==> src/sv/hb_pkg.sv <==
package hb_pkg;

    localparam int CAPACITY_DEF   = 64;
    localparam int DATA_WIDTH_DEF = 32;
    localparam int VALUE_W        = 32;
    localparam int POS_W          = 6;
    localparam int CFG_ADDR_W     = 3;
    localparam int CFG_DATA_W     = 32;

    // register index, taken from paddr[2]
    localparam logic REG_HEAP_KIND = 1'b0;

    typedef enum logic [2:0] {
        S_LOAD,
        S_FETCH,
        S_KIDS,
        S_CMP,
        S_EMIT_RD,
        S_EMIT_LD,
        S_EMIT_HOLD
    } t_state;

    typedef struct packed {
        logic take;
        logic fetch;
        logic kids;
        logic cmp;
        logic step_node;
        logic emit_rd;
        logic emit_load;
        logic emit_next;
        logic finish;
    } t_cmd;

    typedef struct packed {
        logic final_fire;
        logic has_inner;
        logic moved;
        logic idx_zero;
        logic out_fire;
        logic last_emit;
    } t_status;

endpackage

==> src/sv/hb_if.sv <==
interface hb_in_if;
    logic                               valid;
    logic                               ready;
    logic signed [hb_pkg::VALUE_W-1:0]  value;
    logic                               final_item;

    modport source (output valid, output value, output final_item, input ready);
    modport sink   (input valid, input value, input final_item, output ready);
endinterface

interface hb_out_if;
    logic                               valid;
    logic                               ready;
    logic signed [hb_pkg::VALUE_W-1:0]  heap_value;
    logic [hb_pkg::POS_W-1:0]           position;
    logic                               end_of_run;
    logic                               overflowed;

    modport source (output valid, output heap_value, output position, output end_of_run,
                    output overflowed, input ready);
    modport sink   (input valid, input heap_value, input position, input end_of_run,
                    input overflowed, output ready);
endinterface

==> src/sv/hb_ram.sv <==
module hb_ram #(
    parameter int WIDTH = 32,
    parameter int DEPTH = 64
) (
    input  logic                     i_clk,
    input  logic                     i_we,
    input  logic [$clog2(DEPTH)-1:0] i_waddr,
    input  logic [WIDTH-1:0]         i_wdata,
    input  logic [$clog2(DEPTH)-1:0] i_raddr_a,
    input  logic [$clog2(DEPTH)-1:0] i_raddr_b,
    output logic [WIDTH-1:0]         o_rdata_a,
    output logic [WIDTH-1:0]         o_rdata_b
);

    logic [WIDTH-1:0] r_mem [DEPTH];

    always_ff @(posedge i_clk) begin
        if (i_we) begin
            r_mem[i_waddr] <= i_wdata;
        end
        o_rdata_a <= r_mem[i_raddr_a];
        o_rdata_b <= r_mem[i_raddr_b];
    end

endmodule

==> src/sv/hb_ctrl.sv <==
module hb_ctrl (
    input  logic            i_clk,
    input  logic            i_rst_n,
    input  hb_pkg::t_status i_status,
    output hb_pkg::t_cmd    o_cmd
);
    import hb_pkg::*;

    t_state r_state;
    t_state n_state;

    always_ff @(posedge i_clk) begin
        if (!i_rst_n) begin
            r_state <= S_LOAD;
        end else begin
            r_state <= n_state;
        end
    end

    always_comb begin
        n_state = r_state;
        unique case (r_state)
            S_LOAD: begin
                if (i_status.final_fire) begin
                    n_state = i_status.has_inner ? S_FETCH : S_EMIT_RD;
                end
            end
            S_FETCH:   n_state = S_KIDS;
            S_KIDS:    n_state = S_CMP;
            S_CMP: begin
                priority if (i_status.moved) begin
                    n_state = S_KIDS;
                end else if (i_status.idx_zero) begin
                    n_state = S_EMIT_RD;
                end else begin
                    n_state = S_FETCH;
                end
            end
            S_EMIT_RD: n_state = S_EMIT_LD;
            S_EMIT_LD: n_state = S_EMIT_HOLD;
            S_EMIT_HOLD: begin
                if (i_status.out_fire) begin
                    n_state = i_status.last_emit ? S_LOAD : S_EMIT_RD;
                end
            end
            default:   n_state = S_LOAD;
        endcase
    end

    always_comb begin
        o_cmd = '0;
        unique case (r_state)
            S_LOAD:    o_cmd.take = 1'b1;
            S_FETCH:   o_cmd.fetch = 1'b1;
            S_KIDS:    o_cmd.kids = 1'b1;
            S_CMP: begin
                o_cmd.cmp       = 1'b1;
                o_cmd.step_node = !i_status.moved && !i_status.idx_zero;
            end
            S_EMIT_RD: o_cmd.emit_rd = 1'b1;
            S_EMIT_LD: o_cmd.emit_load = 1'b1;
            S_EMIT_HOLD: begin
                o_cmd.emit_next = i_status.out_fire && !i_status.last_emit;
                o_cmd.finish    = i_status.out_fire && i_status.last_emit;
            end
            default:   o_cmd = '0;
        endcase
    end

endmodule

==> src/sv/hb_dpath.sv <==
module hb_dpath #(
    parameter int CAPACITY   = hb_pkg::CAPACITY_DEF,
    parameter int DATA_WIDTH = hb_pkg::DATA_WIDTH_DEF
) (
    input  logic            i_clk,
    input  logic            i_rst_n,
    input  logic            i_heap_kind,
    input  hb_pkg::t_cmd    i_cmd,
    output hb_pkg::t_status o_status,
    hb_in_if.sink           i_in,
    hb_out_if.source        o_out
);
    import hb_pkg::*;

    localparam int AW = $clog2(CAPACITY);
    localparam int CW = $clog2(CAPACITY + 1);
    localparam int NW = AW + 2;

    logic [CW-1:0]         r_fill;
    logic                  r_ovf;
    logic [CW-1:0]         r_n;
    logic [AW-1:0]         r_idx;
    logic [AW-1:0]         r_node;
    logic [AW-1:0]         r_k;
    logic                  r_first;
    logic [DATA_WIDTH-1:0] r_v;
    logic                  r_out_valid;
    logic [VALUE_W-1:0]    r_out_val;
    logic [POS_W-1:0]      r_out_pos;
    logic                  r_out_end;
    logic                  r_out_ovf;

    logic                  w_in_fire;
    logic                  w_room;
    logic                  w_load_wr;
    logic [CW-1:0]         w_n_new;
    logic [CW-1:0]         w_start;
    logic [DATA_WIDTH-1:0] w_in_data;
    logic [NW-1:0]         w_l;
    logic [NW-1:0]         w_r;
    logic                  w_lv;
    logic                  w_rv;
    logic                  w_best_l;
    logic                  w_best_r;
    logic [DATA_WIDTH-1:0] w_bv;
    logic [DATA_WIDTH-1:0] w_rd_a;
    logic [DATA_WIDTH-1:0] w_rd_b;
    logic                  w_we;
    logic [AW-1:0]         w_waddr;
    logic [DATA_WIDTH-1:0] w_wdata;
    logic [AW-1:0]         w_raddr_a;
    logic                  w_out_fire;
    logic                  w_last_emit;

    function automatic logic ahead(input logic kind, input logic [DATA_WIDTH-1:0] a,
                                   input logic [DATA_WIDTH-1:0] b);
        return kind ? ($signed(a) > $signed(b)) : ($signed(a) < $signed(b));
    endfunction

    assign w_in_fire = i_cmd.take && i_in.valid;
    assign w_room    = r_fill < CW'(CAPACITY);
    assign w_load_wr = w_in_fire && w_room;
    assign w_n_new   = w_room ? r_fill + CW'(1) : r_fill;
    assign w_start   = (w_n_new >> 1) - CW'(1);
    assign w_in_data = DATA_WIDTH'(i_in.value);

    // children of the node being sifted
    assign w_l  = {1'b0, r_node, 1'b1};
    assign w_r  = w_l + NW'(1);
    assign w_lv = w_l < NW'(r_n);
    assign w_rv = w_r < NW'(r_n);

    // ties keep the parent, equal children give the left one
    assign w_best_l = w_lv && ahead(i_heap_kind, w_rd_a, r_v);
    assign w_bv     = w_best_l ? w_rd_a : r_v;
    assign w_best_r = w_rv && ahead(i_heap_kind, w_rd_b, w_bv);

    assign w_out_fire  = r_out_valid && o_out.ready;
    assign w_last_emit = (CW'(r_k) + CW'(1)) == r_n;

    always_comb begin
        priority if (i_cmd.fetch) begin
            w_raddr_a = r_idx;
        end else if (i_cmd.kids) begin
            w_raddr_a = AW'(w_l);
        end else if (i_cmd.emit_rd) begin
            w_raddr_a = r_k;
        end else begin
            w_raddr_a = r_idx;
        end
    end

    always_comb begin
        w_we    = w_load_wr || i_cmd.cmp;
        w_waddr = i_cmd.cmp ? r_node : AW'(r_fill);
        priority if (!i_cmd.cmp) begin
            w_wdata = w_in_data;
        end else if (w_best_r) begin
            w_wdata = w_rd_b;
        end else if (w_best_l) begin
            w_wdata = w_rd_a;
        end else begin
            w_wdata = r_v;
        end
    end

    hb_ram #(
        .WIDTH (DATA_WIDTH),
        .DEPTH (CAPACITY)
    ) u_store (
        .i_clk     (i_clk),
        .i_we      (w_we),
        .i_waddr   (w_waddr),
        .i_wdata   (w_wdata),
        .i_raddr_a (w_raddr_a),
        .i_raddr_b (AW'(w_r)),
        .o_rdata_a (w_rd_a),
        .o_rdata_b (w_rd_b)
    );

    always_ff @(posedge i_clk) begin
        if (!i_rst_n) begin
            r_fill      <= '0;
            r_ovf       <= 1'b0;
            r_out_valid <= 1'b0;
            r_first     <= 1'b0;
        end else begin
            priority if (i_cmd.finish) begin
                r_fill <= '0;
                r_ovf  <= 1'b0;
            end else if (w_in_fire) begin
                if (w_room) begin
                    r_fill <= r_fill + CW'(1);
                end else begin
                    r_ovf <= 1'b1;
                end
            end
            if (i_cmd.fetch) begin
                r_first <= 1'b1;
            end else if (i_cmd.kids) begin
                r_first <= 1'b0;
            end
            if (i_cmd.emit_load) begin
                r_out_valid <= 1'b1;
            end else if (w_out_fire) begin
                r_out_valid <= 1'b0;
            end
        end
    end

    always_ff @(posedge i_clk) begin
        if (w_in_fire && i_in.final_item) begin
            r_n   <= w_n_new;
            r_idx <= AW'(w_start);
            r_k   <= '0;
        end
        if (i_cmd.step_node) begin
            r_idx <= r_idx - AW'(1);
        end
        if (i_cmd.fetch) begin
            r_node <= r_idx;
        end else if (i_cmd.cmp) begin
            if (w_best_r) begin
                r_node <= AW'(w_r);
            end else if (w_best_l) begin
                r_node <= AW'(w_l);
            end
        end
        // the sifted value is read once and written where it settles
        if (i_cmd.kids && r_first) begin
            r_v <= w_rd_a;
        end
        if (i_cmd.emit_load) begin
            r_out_val <= VALUE_W'(w_rd_a);
            r_out_pos <= POS_W'(r_k);
            r_out_end <= w_last_emit;
            r_out_ovf <= r_ovf;
        end
        if (i_cmd.emit_next) begin
            r_k <= r_k + AW'(1);
        end
    end

    assign i_in.ready        = i_cmd.take;
    assign o_out.valid       = r_out_valid;
    assign o_out.heap_value  = r_out_val;
    assign o_out.position    = r_out_pos;
    assign o_out.end_of_run  = r_out_end;
    assign o_out.overflowed  = r_out_ovf;

    assign o_status.final_fire = w_in_fire && i_in.final_item;
    assign o_status.has_inner  = w_n_new >= CW'(2);
    assign o_status.moved      = w_best_l || w_best_r;
    assign o_status.idx_zero   = r_idx == '0;
    assign o_status.out_fire   = w_out_fire;
    assign o_status.last_emit  = w_last_emit;

    a_fill_bound: assert property (@(posedge i_clk) disable iff (!i_rst_n)
        r_fill <= CW'(CAPACITY))
        else $error("fill count beyond capacity");

    a_no_load_while_emit: assert property (@(posedge i_clk) disable iff (!i_rst_n)
        i_cmd.take |-> !r_out_valid)
        else $error("input taken while a result is pending");

    a_sift_needs_pair: assert property (@(posedge i_clk) disable iff (!i_rst_n)
        i_cmd.cmp |-> (r_n >= CW'(2)))
        else $error("sift on a set with no internal node");

    a_run_clears: assert property (@(posedge i_clk) disable iff (!i_rst_n)
        (w_out_fire && r_out_end) |=> (r_fill == '0 && !r_ovf))
        else $error("set state not cleared after the last item");

endmodule

==> src/sv/heap_builder_core.sv <==
// heap builder
// input channel i_in: one signed value per item in level order; final_item marks
// the last value of a set. each value offered while the block loads is taken at once.
// values beyond CAPACITY are dropped and reported on every result of the set.
// the final item starts a bottom-up sift-down of every internal node in the store,
// building a min-heap (heap_kind 0) or a max-heap (heap_kind 1), then the heap is
// sent on o_out in level order, one item per element, end_of_run on the last.
// build: each internal node goes through a node read, the child reads, and a compare
// and write back, the child reads and compare repeating for each level a value moves
// down, since the reads of the store are registered; each result then goes through a
// store read, an output load and a handover that waits while the receiver holds ready
// low. a stalled receiver simply holds the result register; no input is taken until
// the whole heap has been delivered.
// heap_kind is written over apb at byte addresses 0 to 3 (paddr[2] clear); writes
// with paddr[2] set are ignored. reset empties the set, clears heap_kind and drops any
// pending result; the store itself is not cleared and needs no clearing pass.
module heap_builder_core #(
    parameter int CAPACITY   = hb_pkg::CAPACITY_DEF,
    parameter int DATA_WIDTH = hb_pkg::DATA_WIDTH_DEF
) (
    input  logic                          i_clk,
    input  logic                          i_rst_n,
    hb_in_if.sink                         i_in,
    hb_out_if.source                      o_out,
    input  logic                          psel,
    input  logic                          penable,
    input  logic                          pwrite,
    input  logic [hb_pkg::CFG_ADDR_W-1:0] paddr,
    input  logic [hb_pkg::CFG_DATA_W-1:0] pwdata,
    output logic [hb_pkg::CFG_DATA_W-1:0] prdata,
    output logic                          pready
);
    import hb_pkg::*;

    logic    r_heap_kind;
    logic    w_reg_sel;
    t_cmd    w_cmd;
    t_status w_status;

    assign pready    = 1'b1;
    assign w_reg_sel = paddr[2] == REG_HEAP_KIND;

    always_ff @(posedge i_clk) begin
        if (!i_rst_n) begin
            r_heap_kind <= 1'b0;
        end else if (psel && penable && pwrite && pready && w_reg_sel) begin
            r_heap_kind <= pwdata[0];
        end
    end

    assign prdata = w_reg_sel ? {{(CFG_DATA_W-1){1'b0}}, r_heap_kind} : '0;

    hb_ctrl u_ctrl (
        .i_clk    (i_clk),
        .i_rst_n  (i_rst_n),
        .i_status (w_status),
        .o_cmd    (w_cmd)
    );

    hb_dpath #(
        .CAPACITY   (CAPACITY),
        .DATA_WIDTH (DATA_WIDTH)
    ) u_dpath (
        .i_clk       (i_clk),
        .i_rst_n     (i_rst_n),
        .i_heap_kind (r_heap_kind),
        .i_cmd       (w_cmd),
        .o_status    (w_status),
        .i_in        (i_in),
        .o_out       (o_out)
    );

endmodule

==> src/flat_wrapper.sv <==
// flat-port wrapper written by rule: the top's interface ports become plain ports
module heap_builder_core_flat import hb_pkg::*;
#(
    parameter int CAPACITY   = hb_pkg::CAPACITY_DEF,
    parameter int DATA_WIDTH = hb_pkg::DATA_WIDTH_DEF
)
  (i_clk, i_rst_n, psel, penable, pwrite, paddr, pwdata, prdata, pready, i_in_valid, i_in_value, i_in_final_item, i_in_ready, o_out_valid, o_out_heap_value, o_out_position, o_out_end_of_run, o_out_overflowed, o_out_ready);
  hb_in_if i_in_i ();
  hb_out_if o_out_i ();
  input  logic i_clk;
  input  logic i_rst_n;
  input  logic psel;
  input  logic penable;
  input  logic pwrite;
  input  logic [hb_pkg::CFG_ADDR_W-1:0] paddr;
  input  logic [hb_pkg::CFG_DATA_W-1:0] pwdata;
  output logic [hb_pkg::CFG_DATA_W-1:0] prdata;
  output logic pready;
  input wire logic [$bits(i_in_i.valid)-1:0] i_in_valid;
  input wire logic [$bits(i_in_i.value)-1:0] i_in_value;
  input wire logic [$bits(i_in_i.final_item)-1:0] i_in_final_item;
  output wire logic [$bits(i_in_i.ready)-1:0] i_in_ready;
  output wire logic [$bits(o_out_i.valid)-1:0] o_out_valid;
  output wire logic [$bits(o_out_i.heap_value)-1:0] o_out_heap_value;
  output wire logic [$bits(o_out_i.position)-1:0] o_out_position;
  output wire logic [$bits(o_out_i.end_of_run)-1:0] o_out_end_of_run;
  output wire logic [$bits(o_out_i.overflowed)-1:0] o_out_overflowed;
  input wire logic [$bits(o_out_i.ready)-1:0] o_out_ready;
  assign i_in_i.valid = i_in_valid;
  assign i_in_i.value = i_in_value;
  assign i_in_i.final_item = i_in_final_item;
  assign i_in_ready = i_in_i.ready;
  assign o_out_valid = o_out_i.valid;
  assign o_out_heap_value = o_out_i.heap_value;
  assign o_out_position = o_out_i.position;
  assign o_out_end_of_run = o_out_i.end_of_run;
  assign o_out_overflowed = o_out_i.overflowed;
  assign o_out_i.ready = o_out_ready;
  heap_builder_core #(.CAPACITY(CAPACITY), .DATA_WIDTH(DATA_WIDTH)) u_core (.i_clk(i_clk), .i_rst_n(i_rst_n), .i_in(i_in_i), .o_out(o_out_i), .psel(psel), .penable(penable), .pwrite(pwrite), .paddr(paddr), .pwdata(pwdata), .prdata(prdata), .pready(pready));
endmodule
==> config.mk <==
export PLATFORM = sky130hd
export DESIGN_NAME = heap_builder_core_flat
export DESIGN_NICKNAME = d
export VERILOG_FILES = /design/src/sv/hb_pkg.sv /design/src/sv/hb_if.sv /design/src/sv/hb_ram.sv /design/src/sv/hb_ctrl.sv /design/src/sv/hb_dpath.sv /design/src/sv/heap_builder_core.sv /design/src/flat_wrapper.sv
export SDC_FILE = /design/constraint.sdc
export NUM_CORES = 2
export LEC_CHECK = 0
export BUFFER_PORTS_ARGS = -buffer_cell sky130_fd_sc_hd__buf_2
export CORE_ASPECT_RATIO = 0.75
export CORE_UTILIZATION = 40
export DETAILED_ROUTE_END_ITERATION = 8
export PLACE_DENSITY = 0.56
export SYNTH_ARGS = -nofsm -noshare
export SYNTH_HDL_FRONTEND = slang
export SYNTH_SLANG_ARGS = --single-unit
export TNS_END_PERCENT = 20
==> constraint.sdc <==
create_clock -name i_clk -period 9.19 [get_ports i_clk]
set_input_delay 0.4595 -clock i_clk [delete_from_list [all_inputs] [get_ports i_clk]]
set_output_delay 0.4595 -clock i_clk [all_outputs]
set_load 0.01 [all_outputs]
# Word level (Yosys, flattened, before mapping)
# Memory sizes are Yosys's and may differ from the RTL's. A register that Yosys moved wholly into a read port is not among the register bits.
# Cells that the tools add are included.
# totals
regBits,111
ram_bits,2048
inputBits,75
out_inout_bits,75
wordCells,111
memories,1
# memory_table
memory,depth,word_bits,rd,rd_ports_with_merged_regs,write_ports,line_no,rtl
u_core.u_dpath.u_store.r_mem,64,32,2,2,1,hb_ram.sv:15,logic [WIDTH-1:0] r_mem [DEPTH];
# op_classes
n_addsub,6
order_cmp,8
n_eq_ne,9
n_mux,39
bitwise,3
n_reduce_logical,30
# ops
operator,count
$mux W32,3
$mux W6,12
$gt A32 B32 Y1,2
$lt A32 B32 Y1,2
$pmux W3 S7,1
$mux W3,6
$mux W1,14
$logic_and A1 B1 Y1,13
$sub A6 B1 Y6 const B,2
$reduce_bool A2 Y1,5
$eq A3 B3 Y1 const B,3
$add A7 B1 Y8 const B,1
$lt A8 B7 Y1,1
$add A6 B1 Y7 const B,1
$add A7 B1 Y7 const B,1
$eq A7 B7 Y1,1
$ge A7 B2 Y1 const B,1
$lt A7 B7 Y1,1
$lt A7 B7 Y1 const B,1
$mux W7,1
$add A6 B1 Y6 const B,1
$eq A3 B2 Y1 const B,2
$logic_not A6 Y1,1
$reduce_and A2 Y1,3
9 further kinds,16

# Longest topological paths before layout
# logic_depth
word_depth,14
depth_mapped,27
ltp_nobuf,20

# Modules after synthesis
# Synthesis repeated with hierarchy kept, for this count alone.
# unflattened
cells_unflattened,5167
area_unflattened_um2,103441.7
# modules_own_cells
mod,instances,cells_per_inst,area_each_um2,seq_area_each_um2
hb_ram,1,4412,95660.5,62780.2
hb_dpath,1,680,7194.4,3113.0
heap_builder_core,1,40,315.3,20.0
hb_ctrl,1,35,271.5,60.1

# Worst setup path before layout
# OpenSTA, ideal clock, no wires.
# synth_path
path_type,reg-to-reg
startpoint,register u_core.u_dpath.r_node[0]
endpoint,memory u_core.u_dpath.u_store.r_mem[0][6] (data pin)
setup_time_ns,0.542
arrival_ns,6.133
required_ns,8.648
path_slack_ns,2.515
stages_incl_launch_ff,27
path_buffers,6
period_less_slack_ns,6.675
path_cell_list,edfxtp_1 -> buf_2 -> clkbuf_1 -> buf_2 -> inv_1 -> ha_1 -> nor2b_1 -> o21ai_0 -> nand2b_1 -> a21oi_1 -> nor2b_1 -> o21ai_0 -> nand3b_1 -> buf_6 -> buf_6 -> mux2i_1 -> ha_1 -> a21oi_1 -> o21ai_1 -> a211o_1 -> o32a_1 -> nor2b_1 -> a211o_1 -> nand3_2 -> nand2_1 -> clkbuf_1 -> o211ai_1
# synth_via
elab_chain_cells,8
elab_cells_between_ends,11
cone_classes,add/sub (1); order compare (4); mux (4); reduce/logical (2)
# synth_lines
element,line_no,rtl
start: declaration,hb_dpath.sv:23,logic [AW-1:0] r_node;
start signal: assignment,hb_dpath.sv:161,r_node <= r_idx;
start signal: assignment,hb_dpath.sv:164,r_node <= AW'(w_r);
start signal: assignment,hb_dpath.sv:166,r_node <= AW'(w_l);
$lt A7 B7 Y1,hb_dpath.sv:70,assign w_lv = w_l < NW'(r_n);
$logic_and A1 B1 Y1,hb_dpath.sv:74,"assign w_best_l = w_lv && ahead(i_heap_kind, w_rd_a, r_v);"
$mux W32,"hb_dpath.sv:75, hb_dpath.sv:100",
$lt A32 B32 Y1 or $gt A32 B32 Y1 (tied branches),hb_dpath.sv:57,return kind ? ($signed(a) > $signed(b)) : ($signed(a) < $signed(b));
$mux W1,hb_dpath.sv:57,
$logic_and A1 B1 Y1,hb_dpath.sv:76,"assign w_best_r = w_rv && ahead(i_heap_kind, w_rd_b, w_bv);"
$mux W32 *,hb_dpath.sv:98,end else if (w_best_r) begin
$mux W32 *,hb_dpath.sv:96,priority if (!i_cmd.cmp) begin
named net u_core.u_dpath.u_store.i_wdata[6],hb_ram.sv:8,"input logic [WIDTH-1:0] i_wdata,"
end: declaration,hb_ram.sv:15,
# Mark *: on every way through the listed nets, which the timed path passes. The rest lies on a longest branch.

# Worst setup path after layout
# layout_path
startpoint,register u_core.u_dpath.r_v[31]
endpoint,memory u_core.u_dpath.u_store.r_mem[47][28] (data pin)
# layout_via
elab_chain_cells,9
elab_cells_between_ends,11
cone_classes,order compare (4); mux (5); reduce/logical (2)
# layout_lines
element,line_no,rtl
start: declaration,hb_dpath.sv:26,logic [DATA_WIDTH-1:0] r_v;
start signal: assignment,hb_dpath.sv:171,r_v <= w_rd_a;
$lt A32 B32 Y1 or $gt A32 B32 Y1 (tied branches),hb_dpath.sv:57,
$mux W1,hb_dpath.sv:57,
$logic_and A1 B1 Y1,hb_dpath.sv:74,
$mux W32 *,"hb_dpath.sv:75, hb_dpath.sv:100",
$lt A32 B32 Y1 or $gt A32 B32 Y1 (tied branches),hb_dpath.sv:57,
$mux W1,hb_dpath.sv:57,
$logic_and A1 B1 Y1,hb_dpath.sv:76,
$mux W32 *,hb_dpath.sv:98,
$mux W32 *,hb_dpath.sv:96,
named net u_core.u_dpath.u_store.i_wdata[28],hb_ram.sv:8,
# Marked as above.

==> results.py <==
metrics = {
    "outcome": {
        "status": "finished, final reports clean",
    },
    "place": {
        "dp_hpwl_mm": 193,
        "gp_congestion": 0.926,
        "placedCellCount": 9275,
        "dp_worst_setup_slack_ns": 2.17,
        "io_buffers": 84,
        "post_dp_cell_area_um2": 106000,
    },
    "synth": {
        "ys_warn_count": 0,
        "yosysUniqueCellTypes": 65,
        "synth_edf_count": 2145,
        "syn_avg_cell_area_um2": 16.6,
        "syn_inst": 6073,
        "syn_area_um2": 101000,
        "synth-seq-area-share_pct": 65.4,
        "ys_async_sr_fraction_pct": 0,
        "ys_ff_latch": 2223,
        "synthFlopType": "edfxtp_1",
    },
    "clock_tree": {
        "clock-root-buffer": "clkbuf_16",
        "cts_setup_buffers": 0,
        "clock_sinks": 2223,
        "cts_buffers": 220,
        "cts_max_path_buffers": 4,
        "cts_tree": "built",
        "cts_resized": 0,
        "insertion_delay_ns": 0.90,
        "htree_num_levels": 4,
        "clkTransAtPathRegs_ns": 0.06,
    },
    "cells_and_area": {
        "antenna-diode-count": 0,
        "stdcell_count": 9674,
        "num-fill-cells": 21669,
        "area_growth_syn_to_layout_pct": 11.7,
        "final_cell_mix": "edfxtp_1 (2145), mux2i_1 (2059), nand2_1 (382)",
        "design_area_um2": 113000,
        "register_area_um2": 66000,
        "drive_above_1_share_pct": 14.4,
        "fin_util_pct": 45.0,
        "final_common_cell": "edfxtp_1",
        "fin_nets": 6358,
        "multi_input_area_um2": 33000,
    },
    "pwr": {
        "p_per_area_nw_per_um2": 333,
        "power_leakage_nw": 42.9,
        "peakVddDrop_uv": 412,
        "total_power_mw": 37.5,
    },
    "worst_setup_path": {
        "critPathKind": "flip-flop to flip-flop",
        "arrival_ns": 8.08,
        "worstPathMaxFanout": 64,
        "required_ns": 9.84,
        "end_kind": "flip-flop",
        "start_kind": "flip-flop",
    },
    "sta": {
        "slew_viol_final": 0,
        "hold_viol": 0,
        "tns_ns": 0,
        "hold_ws_ns": 0.0946,
        "rsz0062_at_grt": "false",
        "worstMarginPinSlew_ns": 1.40,
        "worst_slack_ns": 1.75,
        "max_slew_margin_pct": 6.37,
        "fmax_mhz": 134,
        "fin_crit_ns": 7.44,
        "finalCritPeriodShare_pct": 80.9,
        "setup_viol": 0,
        "fin_worst_skew_ns": 0.0752,
    },
    "hold_path": {
        "hold_path.class": "input pin to flip-flop",
    },
    "job": {
        "max_cap_viol_count": 0,
    },
    "floorplan": {
        "die_area_um2": 254000,
        "rows": 159,
        "pin_count": 150,
        "initial_core_util_pct": 40.3,
        "core_area_um2": 250000,
        "die-width_um": 582,
        "die_h_um": 437,
    },
    "global_routing": {
        "grt_pass1_wl_mm": 467,
        "antenna_found_initial": 24,
        "grt-ovfl-total": 0,
        "grt_pass1_vias": 55567,
        "use_met3_pct": 6.39,
        "use_met1_pct": 40.4,
        "grt_use_met2_pct": 37.4,
        "busiest_layer": "met1",
        "grtUsageTotal_pct": 26.5,
        "grt_start_max_net_pins": 127,
    },
    "drt": {
        "finalWirelength_mm": 344,
        "drt_iter0_drc": 7964,
        "viasPerCell": 6.07,
        "ant_nets": 0,
        "dr.pass1.iters": 6,
        "drc": 0,
        "num_vias": 58688,
        "wire_per_inst_um": 35.6,
    },
}
[report_power, final]
part / switching (mW) / internal, mW / total, mW
sequential: 0.342 / 11.7 / 12.1
clock: 3.98 / 4.98 / 8.96
combinational: 10.1 / 6.46 / 16.5
[per-layer routing]
metal	routed length [µm]	vias to the layer above
met2	143000	3148
li1	-	24043
met3	36300	476
met5	229	-
met4	10000	4
met1	154000	31017
[logic make-up after synthesis]
family	count (synthesis)	share of synthesized area, %
AOI/OAI and AO/OA	184	1.15
xor gates and xnor gates	32	0.278
adders and majority gates	81	1.01
buffers and inverters	458	2.59
DFF	2223	65.4
muxes	2316	26.2
other	2	0.00745
and+or+nand+nor	777	3.38
[flip-flops by register name, summed over array words and instances, names as in the netlist]
name,flops
u_core.u_dpath.u_store.o_rdata_a,32
u_core.u_dpath.r_v,32
u_core.u_dpath.r_ovf,1
u_core.u_dpath.o_out.overflowed,1
u_core.u_dpath.r_node,6
u_core.u_dpath.o_out.valid,1
u_core.u_dpath.r_fill,7
u_core.u_dpath.o_out.heap_value,32
u_core.u_dpath.r_idx,6
u_core.u_dpath.r_n,7
u_core.u_dpath.u_store.o_rdata_b,32
u_core.u_dpath.r_k,6
u_core.u_dpath.o_out.end_of_run,1
u_core.u_dpath.u_store.r_mem,2048
u_core.r_heap_kind,1
u_core.u_dpath.r_first,1
u_core.u_dpath.o_out.position,6
u_core.u_ctrl.r_state,3
[cell type report]
type	count	share of cell area [%]
Inverter	59	0.205
Timing Repair Buffer	276	2.19
Clock inverter	114	0.905
Sequential cell	2223	58.5
Multi-Input combinational cell	3422	29.3
Tap cell	3300	3.66
Clock buffer	280	5.19
[cells in the mapped netlist (5+ instances only)]
cell	count	area, µm²
clkbuf_1	94	353
o21ai_1	5	25.0
mux4_2	256	5770
xnor2_1	19	166
o21ai_0	59	295
mux2i_1	2059	20600
a211oi_1	7	52.6
buf_4	104	781
o22ai_1	6	37.5
nand4_1	14	87.6
nand3b_1	5	37.5
o211ai_1	37	278
buf_1	31	116
a21oi_1	34	170
nand2_1	383	1440
nand2b_1	9	56.3
edfxtp_1	2145	64400
xor2_1	13	114
a211o_1	5	43.8
nor2_1	103	387
nand3_1	216	1080
buf_2	123	616
nor2b_1	10	62.6
ha_1	81	1010
dfxtp_1	78	1560
inv_1	58	218
nor3_1	11	55.1
buf_6	45	507
[worst max-delay path: stages (launching register included)]
cell and delay [ns]:
edfxtp_1 0.36, inv_1 0.05, ha_1 0.45, nand4_1 0.21
and4bb_2 0.50, nor3_1 0.08, a31oi_1 0.22, mux2i_1 0.32
mux2i_1 0.19, nand3b_1 0.15, buf_4 0.64, mux2i_1 0.23
ha_1 0.37, nand4_1 0.29, a2111oi_0 0.70, o32a_1 0.33
nor3_1 0.07, a211o_1 0.32, nand3_2 0.26, nand2_2 0.29
buf_12 0.29, o211ai_1 0.43, buf_12 0.29
[worst paths after layout]
kind                               start                                   end  slack, ns  cells past startpoint
setup / recovery  u_core.u_dpath.r_v[31]  u_core.u_dpath.u_store.r_mem[47][28]       1.75                     22
hold / removal                i_in_valid              u_core.u_ctrl.r_state[2]       0.09                      5
setup reg to reg  u_core.u_dpath.r_v[31]  u_core.u_dpath.u_store.r_mem[47][28]       1.75                     22
hold reg to reg     u_core.u_dpath.r_ovf       u_core.u_dpath.o_out.overflowed       0.45                      0
[repair_timing]
action / 4_1_cts / 5_1_grt
endpoints found under the setup margin: 0 / 0
endpoints found under the hold margin: 6 / 0
hold buffers: 5 / 0
(Power assumes the default switching activity.)
